===== src/hw/rtl/arpc_pkg.sv =====
`timescale 1ns / 1ps
// ----------------------------------------------------------------------------
// arpc_pkg: shared types, constants and microprogram
// Fixed-point formats, register codes, control-word layout, the sequencer
// program and the saturating arithmetic helpers of the position controller.
// ----------------------------------------------------------------------------
package arpc_pkg;

    // Number formats
    localparam int DATA_W  = 48;             // signed data word
    localparam int FRAC_W  = 24;             // fraction bits of data and of dt
    localparam int DT_W    = 24;             // time step field, unsigned Q0.24
    localparam int GAIN_W  = 40;             // gain registers, unsigned
    localparam int MUL_LO  = DATA_W / 2;     // low slice of the multiplier operand
    localparam int MUL_HI  = DATA_W - MUL_LO;
    localparam int CNT_W   = $clog2(DATA_W);
    localparam int PC_W    = 5;

    // Configuration port
    localparam int PADDR_W = 5;
    localparam int PDATA_W = 64;
    localparam int CFG_LSB = 3;              // registers on 8-byte strides

    localparam logic [1:0] CFG_SLOPE_GAIN   = 2'd0;
    localparam logic [1:0] CFG_DIVISOR_GAIN = 2'd1;
    localparam logic [1:0] CFG_OFFSET_GAIN  = 2'd2;
    localparam logic [1:0] CFG_ROBUST_GAIN  = 2'd3;

    typedef logic signed [DATA_W-1:0] t_data;
    typedef logic        [GAIN_W-1:0] t_gain;

    localparam longint ONE = 64'sd1 <<< FRAC_W;

    localparam t_data DATA_MAX = {1'b0, {(DATA_W-1){1'b1}}};
    localparam t_data DATA_MIN = {1'b1, {(DATA_W-1){1'b0}}};

    // Reset values
    localparam t_data SLOPE_RST   = t_data'(-(808 * ONE) / 10);
    localparam t_data DIVISOR_RST = t_data'(20 * ONE);
    localparam t_data OFFSET_RST  = t_data'(20 * ONE);
    localparam t_gain SLOPE_GAIN_RST   = t_gain'(20 * ONE);
    localparam t_gain DIVISOR_GAIN_RST = t_gain'(ONE / 1000);
    localparam t_gain OFFSET_GAIN_RST  = t_gain'(200 * ONE);
    localparam t_gain ROBUST_GAIN_RST  = t_gain'(ONE);

    // Projection bounds
    localparam t_data LIM_HI_SLOPE   = t_data'(400 * ONE);
    localparam t_data LIM_HI_DIVISOR = t_data'(100 * ONE);
    localparam t_data LIM_HI_OFFSET  = t_data'(300 * ONE);
    localparam t_data LIM_LO_SLOPE   = t_data'(-150 * ONE);
    localparam t_data LIM_LO_DIVISOR = t_data'(-100 * ONE);
    localparam t_data LIM_LO_OFFSET  = t_data'(-3000 * ONE);

    localparam logic [1:0] PRJ_SLOPE   = 2'd0;
    localparam logic [1:0] PRJ_DIVISOR = 2'd1;
    localparam logic [1:0] PRJ_OFFSET  = 2'd2;

    // Register-file selects
    typedef enum logic [3:0] {
        R_Q, R_QR, R_DQR, R_DT,
        R_P0, R_P1, R_P2,
        R_G0, R_G1, R_G2, R_G3,
        R_E, R_T, R_UA, R_D
    } t_reg;

    // Micro operations
    typedef enum logic [2:0] {
        OP_END, OP_ADD, OP_SUB, OP_MUL, OP_DIV, OP_JPRJ, OP_OUT
    } t_op;

    typedef struct packed {
        t_op             op;
        t_reg            dst;
        t_reg            a;
        t_reg            b;
        logic [1:0]      idx;
        logic [PC_W-1:0] tgt;
    } t_uword;

    // Multiply/divide unit handshake
    typedef struct packed {
        logic  start;
        logic  is_div;
        t_data a;
        t_data b;
    } t_mdu_req;

    typedef struct packed {
        logic  done;
        logic  zero;
        t_data result;
    } t_mdu_rsp;

    // Jump targets
    localparam logic [PC_W-1:0] L_DIVISOR = PC_W'(13);
    localparam logic [PC_W-1:0] L_OFFSET  = PC_W'(18);
    localparam logic [PC_W-1:0] L_DONE    = PC_W'(22);

    // Control store
    function automatic t_uword ucode(input logic [PC_W-1:0] pc);
        t_uword w;
        case (pc)
            PC_W'(0):  w = '{OP_SUB,  R_E,  R_Q,  R_QR,  PRJ_SLOPE,   '0};  // e
            PC_W'(1):  w = '{OP_MUL,  R_T,  R_P0, R_Q,   PRJ_SLOPE,   '0};
            PC_W'(2):  w = '{OP_ADD,  R_T,  R_T,  R_P2,  PRJ_SLOPE,   '0};
            PC_W'(3):  w = '{OP_SUB,  R_T,  R_T,  R_DQR, PRJ_SLOPE,   '0};  // num
            PC_W'(4):  w = '{OP_DIV,  R_UA, R_T,  R_P1,  PRJ_SLOPE,   '0};  // ua
            PC_W'(5):  w = '{OP_MUL,  R_T,  R_G3, R_E,   PRJ_SLOPE,   '0};
            PC_W'(6):  w = '{OP_ADD,  R_T,  R_UA, R_T,   PRJ_SLOPE,   '0};  // u
            PC_W'(7):  w = '{OP_OUT,  R_T,  R_T,  R_T,   PRJ_SLOPE,   '0};
            PC_W'(8):  w = '{OP_MUL,  R_D,  R_G0, R_Q,   PRJ_SLOPE,   '0};
            PC_W'(9):  w = '{OP_MUL,  R_D,  R_D,  R_E,   PRJ_SLOPE,   '0};
            PC_W'(10): w = '{OP_JPRJ, R_D,  R_P0, R_D,   PRJ_SLOPE,   L_DIVISOR};
            PC_W'(11): w = '{OP_MUL,  R_D,  R_D,  R_DT,  PRJ_SLOPE,   '0};
            PC_W'(12): w = '{OP_ADD,  R_P0, R_P0, R_D,   PRJ_SLOPE,   '0};
            PC_W'(13): w = '{OP_MUL,  R_D,  R_G1, R_UA,  PRJ_DIVISOR, '0};
            PC_W'(14): w = '{OP_MUL,  R_D,  R_D,  R_E,   PRJ_DIVISOR, '0};
            PC_W'(15): w = '{OP_JPRJ, R_D,  R_P1, R_D,   PRJ_DIVISOR, L_OFFSET};
            PC_W'(16): w = '{OP_MUL,  R_D,  R_D,  R_DT,  PRJ_DIVISOR, '0};
            PC_W'(17): w = '{OP_ADD,  R_P1, R_P1, R_D,   PRJ_DIVISOR, '0};
            PC_W'(18): w = '{OP_MUL,  R_D,  R_G2, R_E,   PRJ_OFFSET,  '0};
            PC_W'(19): w = '{OP_JPRJ, R_D,  R_P2, R_D,   PRJ_OFFSET,  L_DONE};
            PC_W'(20): w = '{OP_MUL,  R_D,  R_D,  R_DT,  PRJ_OFFSET,  '0};
            PC_W'(21): w = '{OP_ADD,  R_P2, R_P2, R_D,   PRJ_OFFSET,  '0};
            default:   w = '{OP_END,  R_T,  R_T,  R_T,   PRJ_SLOPE,   '0};
        endcase
        return w;
    endfunction

    // Saturating add or subtract
    function automatic t_data sat_addsub(input t_data a, input t_data b, input logic sub);
        logic signed [DATA_W:0] s;
        s = sub ? ({a[DATA_W-1], a} - {b[DATA_W-1], b})
                : ({a[DATA_W-1], a} + {b[DATA_W-1], b});
        if (s[DATA_W] != s[DATA_W-1]) begin
            return s[DATA_W] ? DATA_MIN : DATA_MAX;
        end
        return s[DATA_W-1:0];
    endfunction

    // True when the update would push the parameter further past its bound
    function automatic logic proj_blocked(input t_data p, input t_data d, input logic [1:0] idx);
        t_data hi;
        t_data lo;
        logic  d_pos;
        logic  d_neg;
        case (idx)
            PRJ_SLOPE:   begin hi = LIM_HI_SLOPE;   lo = LIM_LO_SLOPE;   end
            PRJ_DIVISOR: begin hi = LIM_HI_DIVISOR; lo = LIM_LO_DIVISOR; end
            PRJ_OFFSET:  begin hi = LIM_HI_OFFSET;  lo = LIM_LO_OFFSET;  end
            default:     begin hi = DATA_MAX;       lo = DATA_MIN;       end
        endcase
        d_neg = d[DATA_W-1];
        d_pos = !d[DATA_W-1] && (d != '0);
        return ((p >= hi) && d_pos) || ((p <= lo) && d_neg);
    endfunction

endpackage


===== src/hw/rtl/arpc_mdu.sv =====
`timescale 1ns / 1ps
// ----------------------------------------------------------------------------
// arpc_mdu: multicycle fixed-point multiply/divide unit
// Sign-magnitude Q-format multiply in two half-width passes, and restoring
// division one quotient bit per cycle, both with saturation to DATA_W bits.
// ----------------------------------------------------------------------------
module arpc_mdu import arpc_pkg::*; (
    input  logic     i_clk,
    input  logic     i_rst_n,
    input  t_mdu_req i_req,
    output t_mdu_rsp o_rsp
);

    typedef enum logic [3:0] {
        M_IDLE = 4'b0001,
        M_MUL  = 4'b0010,
        M_DIV  = 4'b0100,
        M_FIN  = 4'b1000
    } t_mstate;

    t_mstate                 r_state, n_state;
    logic [CNT_W-1:0]        r_cnt, n_cnt;
    logic                    r_done, n_done;
    logic                    r_neg, n_neg;
    logic                    r_is_div, n_is_div;
    logic                    r_over, n_over;
    logic                    r_zero, n_zero;
    logic                    r_nsign, n_nsign;
    logic [DATA_W-1:0]       r_ma, n_ma;
    logic [DATA_W-1:0]       r_mb, n_mb;
    logic [2*DATA_W-1:0]     r_acc, n_acc;
    logic [DATA_W-1:0]       r_rem, n_rem;
    logic [DATA_W-1:0]       r_dvd, n_dvd;
    logic [DATA_W-1:0]       r_quo, n_quo;
    t_data                   r_res, n_res;

    logic [DATA_W-1:0]        a_mag, b_mag;
    logic [MUL_HI-1:0]        mb_part;
    logic [DATA_W+MUL_HI-1:0] prod;
    logic [DATA_W:0]          rem_try;
    logic                     rem_ge;
    logic [2*DATA_W-FRAC_W-1:0] mag_c;
    logic [DATA_W-1:0]        lim;
    logic [DATA_W-1:0]        mag_f;
    logic                     sat;

    // Operand magnitudes at start
    assign a_mag = i_req.a[DATA_W-1] ? DATA_W'(-i_req.a) : DATA_W'(i_req.a);
    assign b_mag = i_req.b[DATA_W-1] ? DATA_W'(-i_req.b) : DATA_W'(i_req.b);

    // Shared multiplier: low slice first, then high slice
    assign mb_part = (r_cnt == '0) ? MUL_HI'(r_mb[MUL_LO-1:0]) : r_mb[DATA_W-1:MUL_LO];
    assign prod    = r_ma * mb_part;

    // Restoring division step
    assign rem_try = {r_rem, r_dvd[DATA_W-1]};
    assign rem_ge  = rem_try >= {1'b0, r_mb};

    // Final scaling and saturation
    assign mag_c = r_is_div ? {{(DATA_W-FRAC_W){1'b0}}, r_quo} : r_acc[2*DATA_W-1:FRAC_W];
    assign lim   = r_neg ? {1'b1, {(DATA_W-1){1'b0}}} : {1'b0, {(DATA_W-1){1'b1}}};
    assign sat   = r_over || (mag_c > {{(DATA_W-FRAC_W){1'b0}}, lim});
    assign mag_f = sat ? lim : mag_c[DATA_W-1:0];

    always_comb begin
        n_state  = r_state;
        n_cnt    = r_cnt;
        n_done   = 1'b0;
        n_neg    = r_neg;
        n_is_div = r_is_div;
        n_over   = r_over;
        n_zero   = r_zero;
        n_nsign  = r_nsign;
        n_ma     = r_ma;
        n_mb     = r_mb;
        n_acc    = r_acc;
        n_rem    = r_rem;
        n_dvd    = r_dvd;
        n_quo    = r_quo;
        n_res    = r_res;
        case (r_state)
            M_IDLE: begin
                if (i_req.start) begin
                    n_neg    = i_req.a[DATA_W-1] ^ i_req.b[DATA_W-1];
                    n_nsign  = i_req.a[DATA_W-1];
                    n_is_div = i_req.is_div;
                    n_ma     = a_mag;
                    n_mb     = b_mag;
                    n_cnt    = '0;
                    n_over   = 1'b0;
                    n_zero   = 1'b0;
                    n_quo    = '0;
                    if (!i_req.is_div) begin
                        n_state = M_MUL;
                    end else if (i_req.b == '0) begin
                        n_zero  = 1'b1;
                        n_state = M_FIN;
                    end else begin
                        // quotient would need more than DATA_W bits
                        n_over  = (a_mag >> (DATA_W - FRAC_W)) >= b_mag;
                        n_rem   = a_mag >> (DATA_W - FRAC_W);
                        n_dvd   = a_mag << FRAC_W;
                        n_state = n_over ? M_FIN : M_DIV;
                    end
                end
            end
            M_MUL: begin
                if (r_cnt == '0) begin
                    n_acc = {{(DATA_W-MUL_HI){1'b0}}, prod};
                    n_cnt = CNT_W'(1);
                end else begin
                    n_acc   = r_acc + {prod, {MUL_LO{1'b0}}};
                    n_state = M_FIN;
                end
            end
            M_DIV: begin
                n_rem = rem_ge ? DATA_W'(rem_try - {1'b0, r_mb}) : rem_try[DATA_W-1:0];
                n_quo = {r_quo[DATA_W-2:0], rem_ge};
                n_dvd = r_dvd << 1;
                if (r_cnt == CNT_W'(DATA_W - 1)) begin
                    n_state = M_FIN;
                end else begin
                    n_cnt = r_cnt + 1'b1;
                end
            end
            M_FIN: begin
                if (r_zero) begin
                    n_res = r_nsign ? DATA_MIN : DATA_MAX;
                end else begin
                    n_res = r_neg ? t_data'(-mag_f) : t_data'(mag_f);
                end
                n_done  = 1'b1;
                n_state = M_IDLE;
            end
            default: begin
                n_state = M_IDLE;
            end
        endcase
    end

    always_ff @(posedge i_clk) begin
        if (!i_rst_n) begin
            r_state <= M_IDLE;
            r_cnt   <= '0;
            r_done  <= 1'b0;
        end else begin
            r_state <= n_state;
            r_cnt   <= n_cnt;
            r_done  <= n_done;
        end
    end

    // Datapath registers
    always_ff @(posedge i_clk) begin
        r_neg    <= n_neg;
        r_is_div <= n_is_div;
        r_over   <= n_over;
        r_zero   <= n_zero;
        r_nsign  <= n_nsign;
        r_ma     <= n_ma;
        r_mb     <= n_mb;
        r_acc    <= n_acc;
        r_rem    <= n_rem;
        r_dvd    <= n_dvd;
        r_quo    <= n_quo;
        r_res    <= n_res;
    end

    assign o_rsp.done   = r_done;
    assign o_rsp.zero   = r_zero;
    assign o_rsp.result = r_res;

endmodule


===== config.mk =====
export PLATFORM = sky130hd
export DESIGN_NAME = arpc_mdu
export DESIGN_NICKNAME = d
export VERILOG_FILES = /design/src/hw/rtl/arpc_pkg.sv /design/src/hw/rtl/arpc_mdu.sv
export SDC_FILE = /design/constraint.sdc
export NUM_CORES = 2
export LEC_CHECK = 0
export BUFFER_PORTS_ARGS = -buffer_cell sky130_fd_sc_hd__buf_2
export CAP_MARGIN = 20
export CORE_ASPECT_RATIO = 1.1
export CORE_UTILIZATION = 50
export CTS_CLUSTER_SIZE = 20
export DETAILED_ROUTE_END_ITERATION = 8
export PLACE_DENSITY = 0.77
export SLEW_MARGIN = 20
export SYNTH_ARGS = -nofsm -noshare
export SYNTH_HDL_FRONTEND = slang
export SYNTH_SLANG_ARGS = --single-unit

===== constraint.sdc =====
create_clock -name i_clk -period 28 [get_ports i_clk]
set_clock_uncertainty 0.2 [all_clocks]
set_input_delay 4.2 -clock i_clk [delete_from_list [all_inputs] [get_ports i_clk]]
set_output_delay 4.2 -clock i_clk [all_outputs]
set_load 0.01 [all_outputs]

==> summary by stage <==
Place
The half-perimeter wire length after placement is 137300 µm. Input and output buffers added on the ports amount to 149. The routability congestion estimate from global placement is 0.9759.

Floorplanning
The placement row count is 135. During I/O placement, the number of pins put on the boundary was 150. After floorplanning, the core was sized to cover 0.1238 mm². The overall die area is 0.1268 mm².

The initial utilization of the core area, before any placement, comes to 0.5064. The die width is 339.6 µm. The floorplan step set the die height to 373.4 µm.

Worst setup path
Setup slack on the worst reg-to-reg path comes out at 14590 ps. The cell occurring most often along the worst timing path is sky130_fd_sc_hd__fa_1. Data on the critical path is required at its endpoint by 28110 ps. The reg-to-reg startpoint is r_cnt[2].

The most critical setup path has its startpoint at r_cnt[2]. The slowest stage of the critical path belongs to the cell sky130_fd_sc_hd__o31ai_1. For the worst flop-to-flop path, the logic depth is 39. The worst path arrival time is 13520 ps. The worst setup path is launched from a flop. The maximum fanout count along the critical path is 53. The critical path ends at r_acc[93]. The endpoint identified for the worst register-to-register timing path is r_acc[93]. The capturing element type of the critical path is a flop. By startpoint and endpoint, the worst setup path is classified as reg2reg. The longest individual stage delay on the worst path is 860 ps.

Worst hold path
The startpoint identified for the worst hold timing path is r_cnt[0]. The class of the tightest hold or removal check is reg2reg.

STA
Setup repair after global routing left no endpoint under its margin. The setup TNS is 0 ps. The post-route clock period utilization is 0.4790. Setup violations remaining at the end of the flow were counted as 0.

Counting I/O delays and the setup requirement, the final critical path takes 13410 ps. The headroom to the max-slew limit is 0.2033. The timing-limited maximum frequency is 0.07456 GHz.

The number of pins with negative max-slew slack in the final report was 0. The number of failing hold endpoints at the final stage was 0. The actual transition at the worst max-transition pin is 1195 ps.

Clock network
Buffers inserted during clock tree synthesis total 40. The maximum count of clock buffers along a single path is 3. Clock latency on the worst-skew pair, taken at its later pin, is 610 ps.

After clock tree synthesis, the clock-pin slew on the worst setup and hold paths is 70 ps. Once the clock tree was built, the resizer swapped 0 gates to a different size. The cell sitting at the root of the clock tree is a sky130_fd_sc_hd__clkbuf_16. In this run the post-CTS setup repair buffer count came out at 0.

Counting every sink on the clock net gives 352. The CTS tree is yes. The count of hold-fix buffers inserted at cts is 0. The level count of the clock H-tree is 2.

Yosys
Counting every net in the synthesized netlist gives 8537. Of the synthesized area, sequential elements account for 0.1668. The mean instance size in the synthesized netlist is 8.929 µm².

The synthesized design contains 341 enable-type register cells. Yosys printed 0 warnings. The prevailing post-synth register cell is sky130_fd_sc_hd__edfxtp_1. The number of distinct library cells after synthesis is 81. The top cell type by total area after synthesis is sky130_fd_sc_hd__fa_1.

By area the synthesized netlist is led by sky130_fd_sc_hd__fa_1 32%, sky130_fd_sc_hd__edfxtp_1 16%, sky130_fd_sc_hd__ha_1 8.0%, sky130_fd_sc_hd__inv_1 7.5%, sky130_fd_sc_hd__nand2_1 5.6%. Counting flops with an async set or reset pin after synthesis yields a share of 0. In this run, synthesis produced a sequential element count of 352. The post-synthesis instance total is 7022. The top cell type's share of synthesized area is 0.3231. In the post-synthesis netlist, the cell with the most instances is sky130_fd_sc_hd__inv_1. The synthesized area is 0.06270 mm². By count the netlist is led by 1249 x sky130_fd_sc_hd__inv_1, 1012 x sky130_fd_sc_hd__fa_1, 941 x sky130_fd_sc_hd__nand2_1, 412 x sky130_fd_sc_hd__and2_1, 403 x sky130_fd_sc_hd__ha_1.

Drt
The post-detailed-route count of antenna-violating nets is 0. Before antenna repair, the detailed router went through 5 iterations. Dividing the detail-routed wire length by the instance count gives 20.59 µm. The overall via count from detail_route is 49890. The number of DRC violations after detailed-routing iteration 0 is 4177. The DRC violations left is 0. The detail-routed via count per cell is 5.793.

The final wirelength is 177300 µm.

Global route
The via count of the first global-routing pass is 52242. The first global-routing pass estimated 284200 µm of wire. In the global route stage, overall resource usage came out at 0.2813. The initial antenna violation count is 5.

Entering global routing, the biggest net connects 128 pins. The final global-route overflow total is 0.

Finish
Of the cells placed in the final design, the portion with a size suffix greater than 1 is 0.05741. The number of inserted diodes is 0. The final layout contains 8453 nets. From synthesis to final layout, the design area changed by 5.969%.

Status
The flow ran to the end, and the final reports show no timing, DRC or antenna violations.

Run
The tool flagged a number of max-cap violations equal to 0.
how the worst min path moves through the flow:
stage / endpoint / cells after the start
after floorplan: r_cnt[5] / 2
after global placement: r_cnt[5] / 2
after detailed placement: r_cnt[0] / 2
after CTS: r_cnt[0] / 2
after global routing: r_cnt[0] / 2
final: r_cnt[0] / 2
cell type report:
class | instances | area (µm²)
Fill cell | 10981 | 57370
Multi-Input combinational cell | 5059 | 46510
Sequential cell | 352 | 10460
Inverter | 1251 | 4698
Tap cell | 1644 | 2057
Timing Repair Buffer | 234 | 1404
Clock buffer | 50 | 1080
Clock inverter | 22 | 230.2
registers in the layout (all words and copies together) (netlist names), 4 cells and up:
register / cells
r_acc: 72
r_cnt: 6
r_dvd: 24
r_ma: 48
r_mb: 48
r_quo: 48
r_rem: 48
r_res: 48
r_state: 4
layout by cell type, fill, tap and decap left out, types with 35 or more instances in the layout:
cell                           n
sky130_fd_sc_hd__nand3_1      75
sky130_fd_sc_hd__nor2b_1     168
sky130_fd_sc_hd__fa_1       1012
sky130_fd_sc_hd__a31oi_1      35
sky130_fd_sc_hd__xor2_1       74
sky130_fd_sc_hd__buf_4        83
sky130_fd_sc_hd__and2_1      412
sky130_fd_sc_hd__nor3_1       42
sky130_fd_sc_hd__clkbuf_16    41
sky130_fd_sc_hd__mux2i_1      64
sky130_fd_sc_hd__nand2b_1     42
sky130_fd_sc_hd__o21ai_0     215
sky130_fd_sc_hd__a21o_1      160
sky130_fd_sc_hd__nand2_1     939
sky130_fd_sc_hd__buf_2       149
sky130_fd_sc_hd__nor2_1      322
sky130_fd_sc_hd__ha_1        403
sky130_fd_sc_hd__o31ai_1      54
sky130_fd_sc_hd__o21bai_1     37
sky130_fd_sc_hd__inv_1      1247
sky130_fd_sc_hd__a21oi_1     304
sky130_fd_sc_hd__xnor2_1     201
sky130_fd_sc_hd__nand4_1      49
sky130_fd_sc_hd__edfxtp_1    341
logic make-up (layout without fill, tap and decap cells):
| family | after synthesis | in the layout | synth area share |
|---|---|---|---|
| buffers and inverters | 1611 | 1557 | 0.09658 |
| DFF | 352 | 352 | 0.1668 |
| xor gates and xnor gates | 275 | 275 | 0.03841 |
| adders and majority gates | 1415 | 1415 | 0.4035 |
| AOI/OAI and AO/OA | 1052 | 1052 | 0.1068 |
| muxes | 98 | 98 | 0.01626 |
| and+or+nand+nor | 2219 | 2219 | 0.1716 |
critical path, delay by kind of cell (launching register included):
kind	cells	cell delay (ps)
fa+ha+maj	9	4320
xor+xnor	2	400
compound gates	12	3420
flops	1	360
buf+inv	7	1530
simple gates	9	2760
per-layer routing:
metal / up-vias / track usage / part of all wire
li1: 22179 / - / -
met2: 2035 / 0.4830 / 0.49
met3: 522 / 0.04182 / 0.076
met5: - / 0 / 0.000096
met1: 25150 / 0.3508 / 0.38
met4: 4 / 0.1230 / 0.048
per-stage QoR:
stage	worst slack (ps)	instances	utilization	instance area [µm²]	hold WS [ps]
global placement	15040	8539	0.5259	65110	286.6
finish	14590	8612	0.5366	66440	334.9
floorplan	16910	7022	-	62700	271.0
detailed placement	14820	8539	0.5259	65110	324.6
CTS	14760	8611	0.5365	66420	332.2
global route	13930	8612	0.5366	66440	351.0
Power is not shown: default switching activity piles up to over one toggle a cycle in this logic, so the estimate is an artifact.
